===== src/design/mcr_pkg.sv =====
`timescale 1ns / 1ps

package mcr_pkg;

	// Request codes carried in req_type.
	localparam logic REQ_START   = 1'b0;
	localparam logic REQ_ADVANCE = 1'b1;

	// Configuration register indexes.
	localparam int CFG_INDEX_BITS = 1;
	localparam logic [CFG_INDEX_BITS-1:0] REG_CAMERA_X = 1'b0;
	localparam logic [CFG_INDEX_BITS-1:0] REG_CAMERA_Y = 1'b1;

	// Midpoint decision term constants: start value 3 - 2r, then +4i+6 or +4(i-j)+10.
	localparam int ERR_INIT    = 3;
	localparam int STEP_LINEAR = 6;
	localparam int STEP_DIAG   = 10;

	// Step queue between front and back; depth must be a power of two.
	localparam int QUEUE_DEPTH = 2;
	localparam int QUEUE_PTR_BITS = $clog2(QUEUE_DEPTH);
	localparam int QUEUE_CNT_BITS = $clog2(QUEUE_DEPTH + 1);

	// Order of the four spans of one octant step.
	typedef enum logic [1:0] {
		SPAN_POS_I = 2'd0,
		SPAN_NEG_I = 2'd1,
		SPAN_POS_J = 2'd2,
		SPAN_NEG_J = 2'd3
	} span_sel_t;

	// Queue status seen by the front, the back and the top level.
	typedef struct packed {
		logic full;
		logic empty;
	} q_stat_t;

endpackage


===== src/design/mcr_req_if.sv =====
`timescale 1ns / 1ps

interface mcr_req_if #(
	parameter int COORD_BITS  = 16,
	parameter int RADIUS_BITS = 12
);
	logic                          valid;
	logic                          ready;
	logic                          req_type;
	logic signed [COORD_BITS-1:0]  center_x;
	logic signed [COORD_BITS-1:0]  center_y;
	logic        [RADIUS_BITS-1:0] radius;
	logic                          filled;

	modport source (
		output valid, req_type, center_x, center_y, radius, filled,
		input  ready
	);

	modport sink (
		input  valid, req_type, center_x, center_y, radius, filled,
		output ready
	);
endinterface


===== src/design/mcr_span_if.sv =====
`timescale 1ns / 1ps

interface mcr_span_if #(
	parameter int COORD_BITS = 16
);
	logic                        valid;
	logic                        ready;
	logic signed [COORD_BITS:0]  column_x;
	logic signed [COORD_BITS:0]  row_low_end;
	logic signed [COORD_BITS:0]  row_high_end;
	logic                        endpoints_only;
	logic                        last;

	modport source (
		output valid, column_x, row_low_end, row_high_end, endpoints_only, last,
		input  ready
	);

	modport sink (
		input  valid, column_x, row_low_end, row_high_end, endpoints_only, last,
		output ready
	);
endinterface


===== src/design/mcr_front.sv =====
`timescale 1ns / 1ps

module mcr_front #(
	parameter int COORD_BITS  = 16,
	parameter int RADIUS_BITS = 12,
	parameter int REC_W       = 2 * (COORD_BITS + 1) + 2 * RADIUS_BITS + 2
) (
	input  logic                              clk,
	input  logic                              arst_n,
	input  logic                              cfg_we,
	input  logic [mcr_pkg::CFG_INDEX_BITS-1:0] cfg_index,
	input  logic [COORD_BITS-1:0]             cfg_wdata,
	mcr_req_if.sink                           req,
	input  mcr_pkg::q_stat_t                  q_stat,
	output logic                              q_push,
	output logic [REC_W-1:0]                  q_wdata
);
	localparam int S = COORD_BITS + 1;
	localparam int I = RADIUS_BITS + 1;
	localparam int E = RADIUS_BITS + 4;

	logic signed [COORD_BITS-1:0] cam_x_q, cam_y_q;
	logic signed [S-1:0]          cx_q, cy_q, cx0, cy0;
	logic        [I-1:0]          i_q, i0, i_nx;
	logic signed [I-1:0]          j_q, j0, j_nx;
	logic signed [E-1:0]          e_q, e0, e_nx, i_e, j_e, r_e;
	logic                         busy_q, fill_q, fill0;
	logic                         start, done;

	// Camera registers; the user must write them only while idle, which the block does not enforce.
	always_ff @(posedge clk or negedge arst_n) begin
		if (!arst_n) begin
			cam_x_q <= '0;
			cam_y_q <= '0;
		end else if (cfg_we) begin
			case (cfg_index)
				mcr_pkg::REG_CAMERA_X: cam_x_q <= cfg_wdata;
				mcr_pkg::REG_CAMERA_Y: cam_y_q <= cfg_wdata;
				default: ;
			endcase
		end
	end

	// Select the step operands: a start loads the new circle, an advance uses the held state.
	always_comb begin
		start = (req.req_type == mcr_pkg::REQ_START);
		r_e   = E'(req.radius);
		if (start) begin
			cx0   = S'(req.center_x) - S'(cam_x_q);
			cy0   = S'(req.center_y) - S'(cam_y_q);
			i0    = '0;
			j0    = I'(req.radius);
			e0    = E'(mcr_pkg::ERR_INIT) - (r_e << 1);
			fill0 = req.filled;
		end else begin
			cx0   = cx_q;
			cy0   = cy_q;
			i0    = i_q;
			j0    = j_q;
			e0    = e_q;
			fill0 = fill_q;
		end
	end

	// Midpoint rule: update the decision term and the octant position.
	always_comb begin
		i_e = E'(i0);
		j_e = E'(j0);
		if (e0[E-1]) begin
			e_nx = e0 + (i_e << 2) + E'(mcr_pkg::STEP_LINEAR);
			j_nx = j0;
		end else begin
			e_nx = e0 + ((i_e - j_e) << 2) + E'(mcr_pkg::STEP_DIAG);
			j_nx = j0 - I'(1);
		end
		i_nx = i0 + I'(1);
		done = $signed({1'b0, i_nx}) > $signed({j_nx[I-1], j_nx});
	end

	// A transaction is taken whenever the queue has room; an advance while idle is dropped.
	assign req.ready = !q_stat.full;
	assign q_push    = req.valid && req.ready && (start || busy_q);
	assign q_wdata   = {cx0, cy0, i0[RADIUS_BITS-1:0], j0[RADIUS_BITS-1:0], !fill0, done};

	// Running state of the circle.
	always_ff @(posedge clk or negedge arst_n) begin
		if (!arst_n) begin
			busy_q <= 1'b0;
		end else if (q_push) begin
			busy_q <= !done;
		end
	end

	always_ff @(posedge clk) begin
		if (q_push) begin
			cx_q   <= cx0;
			cy_q   <= cy0;
			i_q    <= i_nx;
			j_q    <= j_nx;
			e_q    <= e_nx;
			fill_q <= fill0;
		end
	end
endmodule


===== src/design/mcr_queue.sv =====
`timescale 1ns / 1ps

module mcr_queue #(
	parameter int REC_W = 60
) (
	input  logic             clk,
	input  logic             arst_n,
	input  logic             push,
	input  logic [REC_W-1:0] wdata,
	input  logic             pop,
	output logic [REC_W-1:0] head,
	output mcr_pkg::q_stat_t stat
);
	logic [REC_W-1:0]                    entry_q [mcr_pkg::QUEUE_DEPTH];
	logic [mcr_pkg::QUEUE_PTR_BITS-1:0]  wr_ptr_q, rd_ptr_q;
	logic [mcr_pkg::QUEUE_CNT_BITS-1:0]  count_q;

	assign stat.full  = (count_q == mcr_pkg::QUEUE_CNT_BITS'(mcr_pkg::QUEUE_DEPTH));
	assign stat.empty = (count_q == '0);
	assign head       = entry_q[rd_ptr_q];

	// Pointers and fill count.
	always_ff @(posedge clk or negedge arst_n) begin
		if (!arst_n) begin
			wr_ptr_q <= '0;
			rd_ptr_q <= '0;
			count_q  <= '0;
		end else begin
			if (push) begin
				wr_ptr_q <= wr_ptr_q + mcr_pkg::QUEUE_PTR_BITS'(1);
			end
			if (pop) begin
				rd_ptr_q <= rd_ptr_q + mcr_pkg::QUEUE_PTR_BITS'(1);
			end
			if (push && !pop) begin
				count_q <= count_q + mcr_pkg::QUEUE_CNT_BITS'(1);
			end else if (pop && !push) begin
				count_q <= count_q - mcr_pkg::QUEUE_CNT_BITS'(1);
			end
		end
	end

	// Entry storage.
	always_ff @(posedge clk) begin
		if (push) begin
			entry_q[wr_ptr_q] <= wdata;
		end
	end
endmodule


===== src/design/mcr_back.sv =====
`timescale 1ns / 1ps

module mcr_back #(
	parameter int COORD_BITS  = 16,
	parameter int RADIUS_BITS = 12,
	parameter int REC_W       = 2 * (COORD_BITS + 1) + 2 * RADIUS_BITS + 2
) (
	input  logic             clk,
	input  logic             arst_n,
	input  logic [REC_W-1:0] head,
	input  mcr_pkg::q_stat_t q_stat,
	output logic             q_pop,
	mcr_span_if.source       span
);
	localparam int S = COORD_BITS + 1;
	localparam int R = RADIUS_BITS;
	localparam int W = (S > R) ? S : R;

	logic signed [S-1:0]  cx, cy;
	logic        [R-1:0]  i, j;
	logic                 ends_only, done;
	logic signed [W-1:0]  cx_w, cy_w, i_w, j_w, off_w, col_w;
	logic signed [S-1:0]  col_s, low_s, high_s;
	mcr_pkg::span_sel_t   idx_q, idx_nx;
	logic                 out_valid_q, load;
	logic signed [S-1:0]  col_q, low_q, high_q;
	logic                 ends_q, last_q;

	// Unpack the step record at the queue head.
	assign {cx, cy, i, j, ends_only, done} = head;

	// Span geometry for the current span of the head step.
	always_comb begin
		cx_w = W'(cx);
		cy_w = W'(cy);
		i_w  = W'(i);
		j_w  = W'(j);
		case (idx_q)
			mcr_pkg::SPAN_POS_I: col_w = cx_w + i_w;
			mcr_pkg::SPAN_NEG_I: col_w = cx_w - i_w;
			mcr_pkg::SPAN_POS_J: col_w = cx_w + j_w;
			mcr_pkg::SPAN_NEG_J: col_w = cx_w - j_w;
			default:             col_w = cx_w;
		endcase
		if (idx_q inside {mcr_pkg::SPAN_POS_I, mcr_pkg::SPAN_NEG_I}) begin
			off_w = j_w;
		end else begin
			off_w = i_w;
		end
		col_s  = col_w[S-1:0];
		low_s  = S'(cy_w + off_w);
		high_s = S'(cy_w - off_w);
	end

	// Span sequencer advances when a step is queued and the output register is free or being emptied.
	always_comb begin
		load  = !q_stat.empty && (!out_valid_q || span.ready);
		q_pop = load && (idx_q == mcr_pkg::SPAN_NEG_J);
		case (idx_q)
			mcr_pkg::SPAN_POS_I: idx_nx = mcr_pkg::SPAN_NEG_I;
			mcr_pkg::SPAN_NEG_I: idx_nx = mcr_pkg::SPAN_POS_J;
			mcr_pkg::SPAN_POS_J: idx_nx = mcr_pkg::SPAN_NEG_J;
			mcr_pkg::SPAN_NEG_J: idx_nx = mcr_pkg::SPAN_POS_I;
			default:             idx_nx = mcr_pkg::SPAN_POS_I;
		endcase
	end

	always_ff @(posedge clk or negedge arst_n) begin
		if (!arst_n) begin
			idx_q       <= mcr_pkg::SPAN_POS_I;
			out_valid_q <= 1'b0;
		end else begin
			if (load) begin
				idx_q <= idx_nx;
			end
			if (load) begin
				out_valid_q <= 1'b1;
			end else if (span.ready) begin
				out_valid_q <= 1'b0;
			end
		end
	end

	// Output register.
	always_ff @(posedge clk) begin
		if (load) begin
			col_q  <= col_s;
			low_q  <= low_s;
			high_q <= high_s;
			ends_q <= ends_only;
			last_q <= done && (idx_q == mcr_pkg::SPAN_NEG_J);
		end
	end

	assign span.valid          = out_valid_q;
	assign span.column_x       = col_q;
	assign span.row_low_end    = low_q;
	assign span.row_high_end   = high_q;
	assign span.endpoints_only = ends_q;
	assign span.last           = last_q;
endmodule


===== src/design/midpoint_circle_rasterizer.sv =====
`timescale 1ns / 1ps

// Midpoint circle rasterizer. A start transaction (req_type 0) loads a circle, takes the camera
// offset off its centre and produces the first octant step; each advance transaction (req_type 1)
// produces the next step, and an advance with no circle running is taken and produces nothing.
// Every step yields four vertical spans, one output transaction each, in the order column cx+i,
// cx-i, cx+j, cx-j; the final span of the circle has last set. The front stage runs the
// midpoint recurrence and accepts a request in the cycle it arrives while the two-entry step
// queue has room; the back stage sends one span per cycle through its output register while
// the receiver is ready and a step is queued. A step's first span passes through the step
// queue and then the output register. The user must write the camera registers through the
// cfg port only while no circle output is pending; the block itself does not enforce this.

module midpoint_circle_rasterizer #(
	parameter int COORD_BITS  = 16,
	parameter int RADIUS_BITS = 12
) (
	input  logic                               clk,
	input  logic                               arst_n,
	input  logic                               cfg_we,
	input  logic [mcr_pkg::CFG_INDEX_BITS-1:0] cfg_index,
	input  logic [COORD_BITS-1:0]              cfg_wdata,
	mcr_req_if.sink                            req,
	mcr_span_if.source                         span
);
	localparam int REC_W = 2 * (COORD_BITS + 1) + 2 * RADIUS_BITS + 2;

	logic             q_push, q_pop;
	logic [REC_W-1:0] q_wdata, q_head;
	mcr_pkg::q_stat_t q_stat;

	mcr_front #(
		.COORD_BITS  (COORD_BITS),
		.RADIUS_BITS (RADIUS_BITS),
		.REC_W       (REC_W)
	) u_front (
		.clk       (clk),
		.arst_n    (arst_n),
		.cfg_we    (cfg_we),
		.cfg_index (cfg_index),
		.cfg_wdata (cfg_wdata),
		.req       (req),
		.q_stat    (q_stat),
		.q_push    (q_push),
		.q_wdata   (q_wdata)
	);

	mcr_queue #(
		.REC_W (REC_W)
	) u_queue (
		.clk    (clk),
		.arst_n (arst_n),
		.push   (q_push),
		.wdata  (q_wdata),
		.pop    (q_pop),
		.head   (q_head),
		.stat   (q_stat)
	);

	mcr_back #(
		.COORD_BITS  (COORD_BITS),
		.RADIUS_BITS (RADIUS_BITS),
		.REC_W       (REC_W)
	) u_back (
		.clk    (clk),
		.arst_n (arst_n),
		.head   (q_head),
		.q_stat (q_stat),
		.q_pop  (q_pop),
		.span   (span)
	);

	// The front never writes a step into a full queue.
	assert property (@(posedge clk) disable iff (!arst_n) !(q_push && q_stat.full))
		else $error("step written into full queue");

	// The back never retires a step from an empty queue.
	assert property (@(posedge clk) disable iff (!arst_n) !(q_pop && q_stat.empty))
		else $error("step retired from empty queue");

	// A step written without a retire leaves the queue non-empty.
	assert property (@(posedge clk) disable iff (!arst_n) (q_push && !q_pop) |=> !q_stat.empty)
		else $error("queue empty after step write");

	// A span is only offered after a step has been held in the queue.
	assert property (@(posedge clk) disable iff (!arst_n)
		($rose(span.valid)) |-> $past(!q_stat.empty))
		else $error("span offered without a queued step");
endmodule


===== src/flat_wrapper.sv =====
// flat-port wrapper written by rule: the top's interface ports become plain ports
module midpoint_circle_rasterizer_flat 
#(
	parameter int COORD_BITS  = 16,
	parameter int RADIUS_BITS = 12
)
  (clk, arst_n, cfg_we, cfg_index, cfg_wdata, req_valid, req_req_type, req_center_x, req_center_y, req_radius, req_filled, req_ready, span_valid, span_column_x, span_row_low_end, span_row_high_end, span_endpoints_only, span_last, span_ready);
  mcr_req_if #(.COORD_BITS(COORD_BITS), .RADIUS_BITS(RADIUS_BITS)) req_i ();
  mcr_span_if #(.COORD_BITS(COORD_BITS)) span_i ();
  input  logic clk;
  input  logic arst_n;
  input  logic cfg_we;
  input  logic [mcr_pkg::CFG_INDEX_BITS-1:0] cfg_index;
  input  logic [COORD_BITS-1:0] cfg_wdata;
  input wire logic [$bits(req_i.valid)-1:0] req_valid;
  input wire logic [$bits(req_i.req_type)-1:0] req_req_type;
  input wire logic [$bits(req_i.center_x)-1:0] req_center_x;
  input wire logic [$bits(req_i.center_y)-1:0] req_center_y;
  input wire logic [$bits(req_i.radius)-1:0] req_radius;
  input wire logic [$bits(req_i.filled)-1:0] req_filled;
  output wire logic [$bits(req_i.ready)-1:0] req_ready;
  output wire logic [$bits(span_i.valid)-1:0] span_valid;
  output wire logic [$bits(span_i.column_x)-1:0] span_column_x;
  output wire logic [$bits(span_i.row_low_end)-1:0] span_row_low_end;
  output wire logic [$bits(span_i.row_high_end)-1:0] span_row_high_end;
  output wire logic [$bits(span_i.endpoints_only)-1:0] span_endpoints_only;
  output wire logic [$bits(span_i.last)-1:0] span_last;
  input wire logic [$bits(span_i.ready)-1:0] span_ready;
  assign req_i.valid = req_valid;
  assign req_i.req_type = req_req_type;
  assign req_i.center_x = req_center_x;
  assign req_i.center_y = req_center_y;
  assign req_i.radius = req_radius;
  assign req_i.filled = req_filled;
  assign req_ready = req_i.ready;
  assign span_valid = span_i.valid;
  assign span_column_x = span_i.column_x;
  assign span_row_low_end = span_i.row_low_end;
  assign span_row_high_end = span_i.row_high_end;
  assign span_endpoints_only = span_i.endpoints_only;
  assign span_last = span_i.last;
  assign span_i.ready = span_ready;
  midpoint_circle_rasterizer #(.COORD_BITS(COORD_BITS), .RADIUS_BITS(RADIUS_BITS)) u_core (.clk(clk), .arst_n(arst_n), .cfg_we(cfg_we), .cfg_index(cfg_index), .cfg_wdata(cfg_wdata), .req(req_i), .span(span_i));
endmodule

===== config.mk =====
export PLATFORM = sky130hd
export DESIGN_NAME = midpoint_circle_rasterizer_flat
export DESIGN_NICKNAME = d
export VERILOG_FILES = /design/src/design/mcr_pkg.sv /design/src/design/mcr_req_if.sv /design/src/design/mcr_span_if.sv /design/src/design/mcr_front.sv /design/src/design/mcr_queue.sv /design/src/design/mcr_back.sv /design/src/design/midpoint_circle_rasterizer.sv /design/src/flat_wrapper.sv
export SDC_FILE = /design/constraint.sdc
export NUM_CORES = 1
export LEC_CHECK = 0
export BUFFER_PORTS_ARGS = -buffer_cell sky130_fd_sc_hd__buf_2
export CAP_MARGIN = 20
export CORE_ASPECT_RATIO = 1.2
export CORE_MARGIN = 1
export CORE_UTILIZATION = 35
export DETAILED_ROUTE_END_ITERATION = 8
export PLACE_DENSITY = 0.54
export SLEW_MARGIN = 0
export SYNTH_ARGS = -nofsm -noshare
export SYNTH_HDL_FRONTEND = slang
export SYNTH_SLANG_ARGS = --single-unit

===== constraint.sdc =====
create_clock -name clk -period 9.4 [get_ports clk]
set_clock_uncertainty 0.2 [all_clocks]
set_input_delay 0.94 -clock clk [delete_from_list [all_inputs] [get_ports clk]]
set_output_delay 0.94 -clock clk [all_outputs]
set_load 0.005 [all_outputs]

---- Word level (Yosys, flattened, before mapping) ----
Memories as Yosys holds them, arrays and structs flattened.
Cells that the tools add are included.
storage, ports and cells
  output and inout port bits .............. 55
  register bits after elaboration ......... 170
  latch bits .............................. 0
  input bits .............................. 68
  memory bits (read-only) ................. 0
  word-level logic and storage cells ...... 87
  memory bits (writable) .................. 120
  memories ................................ 1
operators by class
  magnitude comparators ................... 1
  div/mod/pow operators ................... 0
  multiply operators ...................... 0
  $add $sub $neg .......................... 20
  mux-type cells .......................... 17
  equality and inequality tests ........... 4
  reduce and logical (&&, ||, !) cells .... 23
  shift-type cells ........................ 0
  bitwise operators ....................... 2
memory list
  memory                  words  width  read ports  clocked after memory_dff  write ports  RTL line         text
  u_core.u_queue.entry_q  2      60     1           0                         1            mcr_queue.sv:14  logic [REC_W-1:0] entry_q [mcr_pkg::QUEUE_DEPTH];
operator list
  kind                   count
  $pmux 17 s4            1
  $mux 13                3
  $add 17x13->17         2
  $mux 17                2
  $sub 16x16->17         2
  $sub 17x13->17         2
  $add 16x16->16         2
  $mux 16                2
  $add 17x17->17         1
  $sub 17x17->17         1
  $add 16x4->16 const B  1
  $add 16x5->16 const B  1
  $gt 14x13->1           1
  $sub 14x13->14         1
  $sub 2x13->14 const A  1
  $add 13x1->13 const B  1
  $sub 13x2->13 const B  1
  $mux 12                1
  $pmux 2 s4             1
  $logic_and 1x1->1      7
  $logic_not 1->1        7
  $eq 2x2->1 const B     3
  $reduce_bool 2->1      3
  $mux 1                 5
  other kinds (9)        15

---- Longest topological paths before layout ----
  depth in word-level cells ............... 8
  depth in mapped cells ................... 25
  mapped depth without buffers ............ 20

---- Cells and area by module ----
Synthesis repeated with hierarchy kept, for this count alone.
unflattened totals
  cells, all modules ...................... 1,701
  area total of the unflattened synthesis .. 18,534.0 um^2
by module, submodules not included
  module     sequential area each (um^2)  cells an instance  area an instance (um^2)  instances
  mcr_front  3,108.0                      986                9,024.9                  1
  mcr_queue  3,703.6                      203                4,818.4                  1
  mcr_back   1,636.6                      512                4,690.7                  1

---- Least setup slack after synthesis ----
OpenSTA, ideal clock, no wires.
  path type ............................... input to register
  start point ............................. input port req_req_type
  end point ............................... register u_core.u_front.e_q[15], data pin
  arrival ................................. 5.458 ns
  required time ........................... 8.931 ns
  buffers on the path ..................... 6
  setup time .............................. 0.269 ns
  setup slack ............................. 3.473 ns
  stages .................................. 24
  cell sequence ........................... buf_2 buf_2 buf_2 buf_2 clkbuf_1 clkbuf_1 nand2_1 ha_1 inv_1 fa_1 a21o_1 o2111ai_1 nand3b_1 o311a_1 a311o_1 xor2_1 ha_1 ha_1 a21o_1 a21oi_1 o21ai_0 a21oi_1 xnor2_1 mux2i_1
between the ends
  longest elaborated chain between the ends .. 5
  elaborated cells on any way between the ends .. 9
  those cells by class .................... 5 x add/sub; 4 x mux
RTL lines
  item                               RTL line            text
  start: declaration                 flat_wrapper.sv:16  input wire logic [$bits(req_i.req_type)-1:0] req_req_type;
  $mux 13                            mcr_front.sv:48     if (start) begin
  $sub 14x13->14                     mcr_front.sv:73     e_nx = e0 + ((i_e - j_e) << 2) + E'(mcr_pkg::STEP_DIAG);
  $add 16x16->16                     mcr_front.sv:73
  $add 16x5->16                      mcr_front.sv:73
  $mux 16 *                          mcr_front.sv:69     if (e0[E-1]) begin
  named net u_core.u_front.e_nx[15]  mcr_front.sv:26     logic signed [E-1:0] e_q, e0, e_nx, i_e, j_e, r_e;
  end signal: assignment             mcr_front.sv:100    e_q <= e_nx;
  end: declaration                   mcr_front.sv:26
The timed path passes the listed nets; every way through them passes the cells marked *.
A chain may end at the register's enable or synchronous reset.

---- Worst setup path in the final report ----
  start point ............................. input port req_req_type
  end point ............................... register u_core.u_front.e_q[15], data pin
between the ends
  longest elaborated chain between the ends .. 5
  elaborated cells on any way between the ends .. 9
  those cells by class .................... 5 x add/sub; 4 x mux
RTL lines
  item                               RTL line                          text
  $mux 13                            mcr_front.sv:48
  named net u_core.q_wdata[2]        midpoint_circle_rasterizer.sv:29  logic [REC_W-1:0] q_wdata, q_head;
  $sub 14x13->14                     mcr_front.sv:73
  $add 16x16->16                     mcr_front.sv:73
  $add 16x5->16                      mcr_front.sv:73
  $mux 16                            mcr_front.sv:69
  named net u_core.u_front.e_nx[15]  mcr_front.sv:26
The timed path passes the listed nets, and every way through them passes these cells.

==> run metrics <==
status finished, final reports clean; crit start category input pin; Max Fanout on Critical Path 63; Post-synth EDFFs 248; Worst-Margin Slew 1.09 ns; Post-Synthesis Cells 1648; clock transition at the register clock pins on the worst setup and hold paths after CTS 0.06 ns; Fmax achieved 182 MHz; half-perimeter wire length of the detailed placement result 32700 um; Max-slew headroom a little over a quarter; commonest cells in the synthesized netlist sky130_fd_sc_hd__edfxtp_1, sky130_fd_sc_hd__ha_1, sky130_fd_sc_hd__inv_1; Mapped Area 17900 sq um; effective utilization at floorplan a little over a third; total of max-cap violations 0; most common cell in the synthesized netlist sky130_fd_sc_hd__edfxtp_1; total negative setup slack 0 ns; hold-fix buffers at CTS 0; global-route wire length before repair 67700 um; static leakage 8.30 nW; cell taking the most area after synthesis sky130_fd_sc_hd__edfxtp_1; final cycle utilization of the critical path 58.3%; synth top area cells sky130_fd_sc_hd__edfxtp_1, sky130_fd_sc_hd__ha_1, sky130_fd_sc_hd__dfrtp_1; per-instance average area after synthesis 10.9 sq um; H-tree levels 1; clock sink count 288; Clk pwr share 17.4%; Horiz. Die Dim 209 um; internal portion of total power 4.30 mW; Worst setup EP type flop; vias per cell just over 5; Routed Wire Length approximately 43000 um; switching part of the total 39.7%; CTS tree built; fraction of the yosys area taken by sequential cells 47.1%; clock root buffer sky130_fd_sc_hd__clkbuf_16; Num CTS Buffers 30; relative contribution of sequential cells to total power 30.3%; post-layout utilization of the core 40.3%; async set-or-reset flop fraction in the synthesized netlist 13.9%; net load switching power between 2 and 3 mW; net count of the mapped netlist about 1.9k; Non-Filler Instances 2436; number of warnings reported in the yosys synthesis log 0; antenna-violating nets left 0; routed via count 12.3k; proportion of netlist area held by the largest area contributor 41.5%; average wire length per cell after detail routing 17.6 um; count of buffers from port buffering 122; Setup violations, final 0; gpl congestion roughly 0.83; total track usage 16.3%; fraction of layout cells with a size suffix above 1 14.8%; drt first-iter violations 629; shortest clock period the worst path allows after layout 5.48 ns; placeable core region 50400 sq um; number of antenna violations at the first check in global routing 1; std cell rows 90; peak supply drop approximately 0.00013 V; synthesized flop and latch total 288; number of placed instances with taps included 2381; PD cells between 300 and 400 nW/um^2; area of the die 52200 sq um; Syn-to-layout area delta 13.2%; Combinational Power Share a little over half; prevailing post-synth register cell sky130_fd_sc_hd__edfxtp_1; residual DRC count 0; Worst Hold Slack 0.248 ns; max-slew violation count 0; insertion delay to the later sink of the worst-skew pair 0.59 ns; Max Buffers Root-to-Sink 3; post-cts repair resize count 0; die outline height 250 um; largest net degree at the start of global routing 78; CP Class input pin to flop; nets@finish 2004; Req. time, crit path 9.50 ns; HP Class input pin to async pin; total I/O pin count 123; number of different library cells in the post-synthesis netlist 78; overflow left after global routing 0; unrepaired setup endpoints after global routing no; first drt pass iteration count 6; count of buffers added by post-CTS timing repair for setup 0; Final Hold Fails 0; Antenna diodes 0; Crit path arrival time between 5 and 6 ns; via count of the first global-routing pass 12.3k
## final timing paths
path	slack, ns	endpoint	depth (start not counted)	from
max in group asynchronous	8.30	u_core.u_queue.rd_ptr_q	2	arst_n
hold / removal	0.25	u_core.u_front.busy_q	2	arst_n
setup reg to reg	4.02	u_core.u_back.span.column_x[15]	17	u_core.u_queue.rd_ptr_q
setup / recovery	3.92	u_core.u_front.e_q[15]	20	req_req_type
hold reg to reg	0.30	u_core.u_front.busy_q	2	u_core.u_front.busy_q
min in group clk	0.30	u_core.u_front.busy_q	2	u_core.u_front.busy_q
## power by group through the flow
stage | Sequential, mW | Clock (mW) | Combinational (mW)
detailed placement | 2.19 | 0 | 3.74
floorplan | 2.17 | 0 | 2.75
global route | 2.20 | 1.32 | 4.19
global placement | 2.18 | 0 | 3.68
finish | 2.16 | 1.24 | 3.73
CTS | 2.17 | 1.28 | 3.77
## per-stage QoR
stage	area (sq um)	worst slack (ns)	total power [mW]
3_3_place_gp	19300	3.38	5.86
3_5_place_dp	19300	3.32	5.93
5_1_grt	20300	3.58	7.71
2_1_floorplan	17900	3.47	4.93
4_1_cts	20300	3.94	7.21
6_report	20300	3.92	7.13
## cell families after synthesis
logic type | after synthesis | synth area share, %
DFF | 288 | 47.1
AOI/OAI and AO/OA | 356 | 12.5
xor gates and xnor gates | 152 | 7.46
and+or+nand+nor | 399 | 10.7
muxes | 105 | 6.33
buffers and inverters | 180 | 3.90
adders and majority gates | 168 | 12.0
## layout make-up
type                       count  area, sq um
fill                        4944        30100
multi-input combinational   1180         8820
sequential                   288         8450
timing repair buffer         133          696
clock buffer                  33          762
tap                          644          806
clock inverter                22          270
inverter                     136          510
## sequential cells by signal, indices dropped and copies added (netlist names), 2 cells and up
signal and count:
u_core.u_back.idx_q 2, u_core.u_front.j_q 13, u_core.u_queue.count_q 2, u_core.u_front.cx_q 17, u_core.u_back.span.row_high_end 16, u_core.u_back.span.row_low_end 17
u_core.u_front.cam_y_q 16, u_core.u_front.e_q 15, u_core.u_front.cy_q 17, u_core.u_queue.entry_q 120, u_core.u_front.i_q 13, u_core.u_front.cam_x_q 16
u_core.u_back.span.column_x 17
## cell usage in the layout (no fill, tap or decap), drive strengths merged, types with 10 or more instances in the layout
master  synthesis  layout
buf            17     133
a21o           29      29
a211oi         10      10
nand2         133     133
mux2i          40      40
nor2b          21      21
o21ai         116     116
mux2           65      65
and3           14      14
a31oi          10      10
xor2           49      49
a21oi          90      90
o21a           23      23
nand2b         19      19
nand4          10      10
nor2           85      85
ha            159     159
dfrtp          40      40
inv           136     136
nand3          22      22
clkinv          0      15
xnor2         103     103
nor3           38      38
edfxtp        248     248
clkbuf         27      33
and2           16      16
## routing by layer
metal	wire, um	global-route usage (%)	vias to the layer above	share of wire, %
met2	20100	27.0	205	47
li1	-	-	6208	-
met1	20500	22.5	5826	48
met3	1390	1.84	49	3.2
met5	17	0	-	0.040
met4	1000	4.64	2	2.3
## critical path, stage by stage
cell and delay, ns:
sky130_fd_sc_hd__buf_4 0.54, sky130_fd_sc_hd__mux2i_1 0.22, sky130_fd_sc_hd__inv_1 0.19, sky130_fd_sc_hd__ha_1 0.19
sky130_fd_sc_hd__inv_1 0.06, sky130_fd_sc_hd__fa_1 0.39, sky130_fd_sc_hd__a21o_1 0.24, sky130_fd_sc_hd__o2111ai_1 0.22
sky130_fd_sc_hd__nand3b_1 0.15, sky130_fd_sc_hd__o311a_1 0.33, sky130_fd_sc_hd__a311o_1 0.39, sky130_fd_sc_hd__xor2_1 0.16
sky130_fd_sc_hd__ha_1 0.30, sky130_fd_sc_hd__ha_1 0.37, sky130_fd_sc_hd__a21o_1 0.20, sky130_fd_sc_hd__a21oi_1 0.13
sky130_fd_sc_hd__o21ai_0 0.10, sky130_fd_sc_hd__a21oi_1 0.19, sky130_fd_sc_hd__xnor2_1 0.13, sky130_fd_sc_hd__mux2i_1 0.10
No activity file was read; power rests on OpenSTA's default activity.
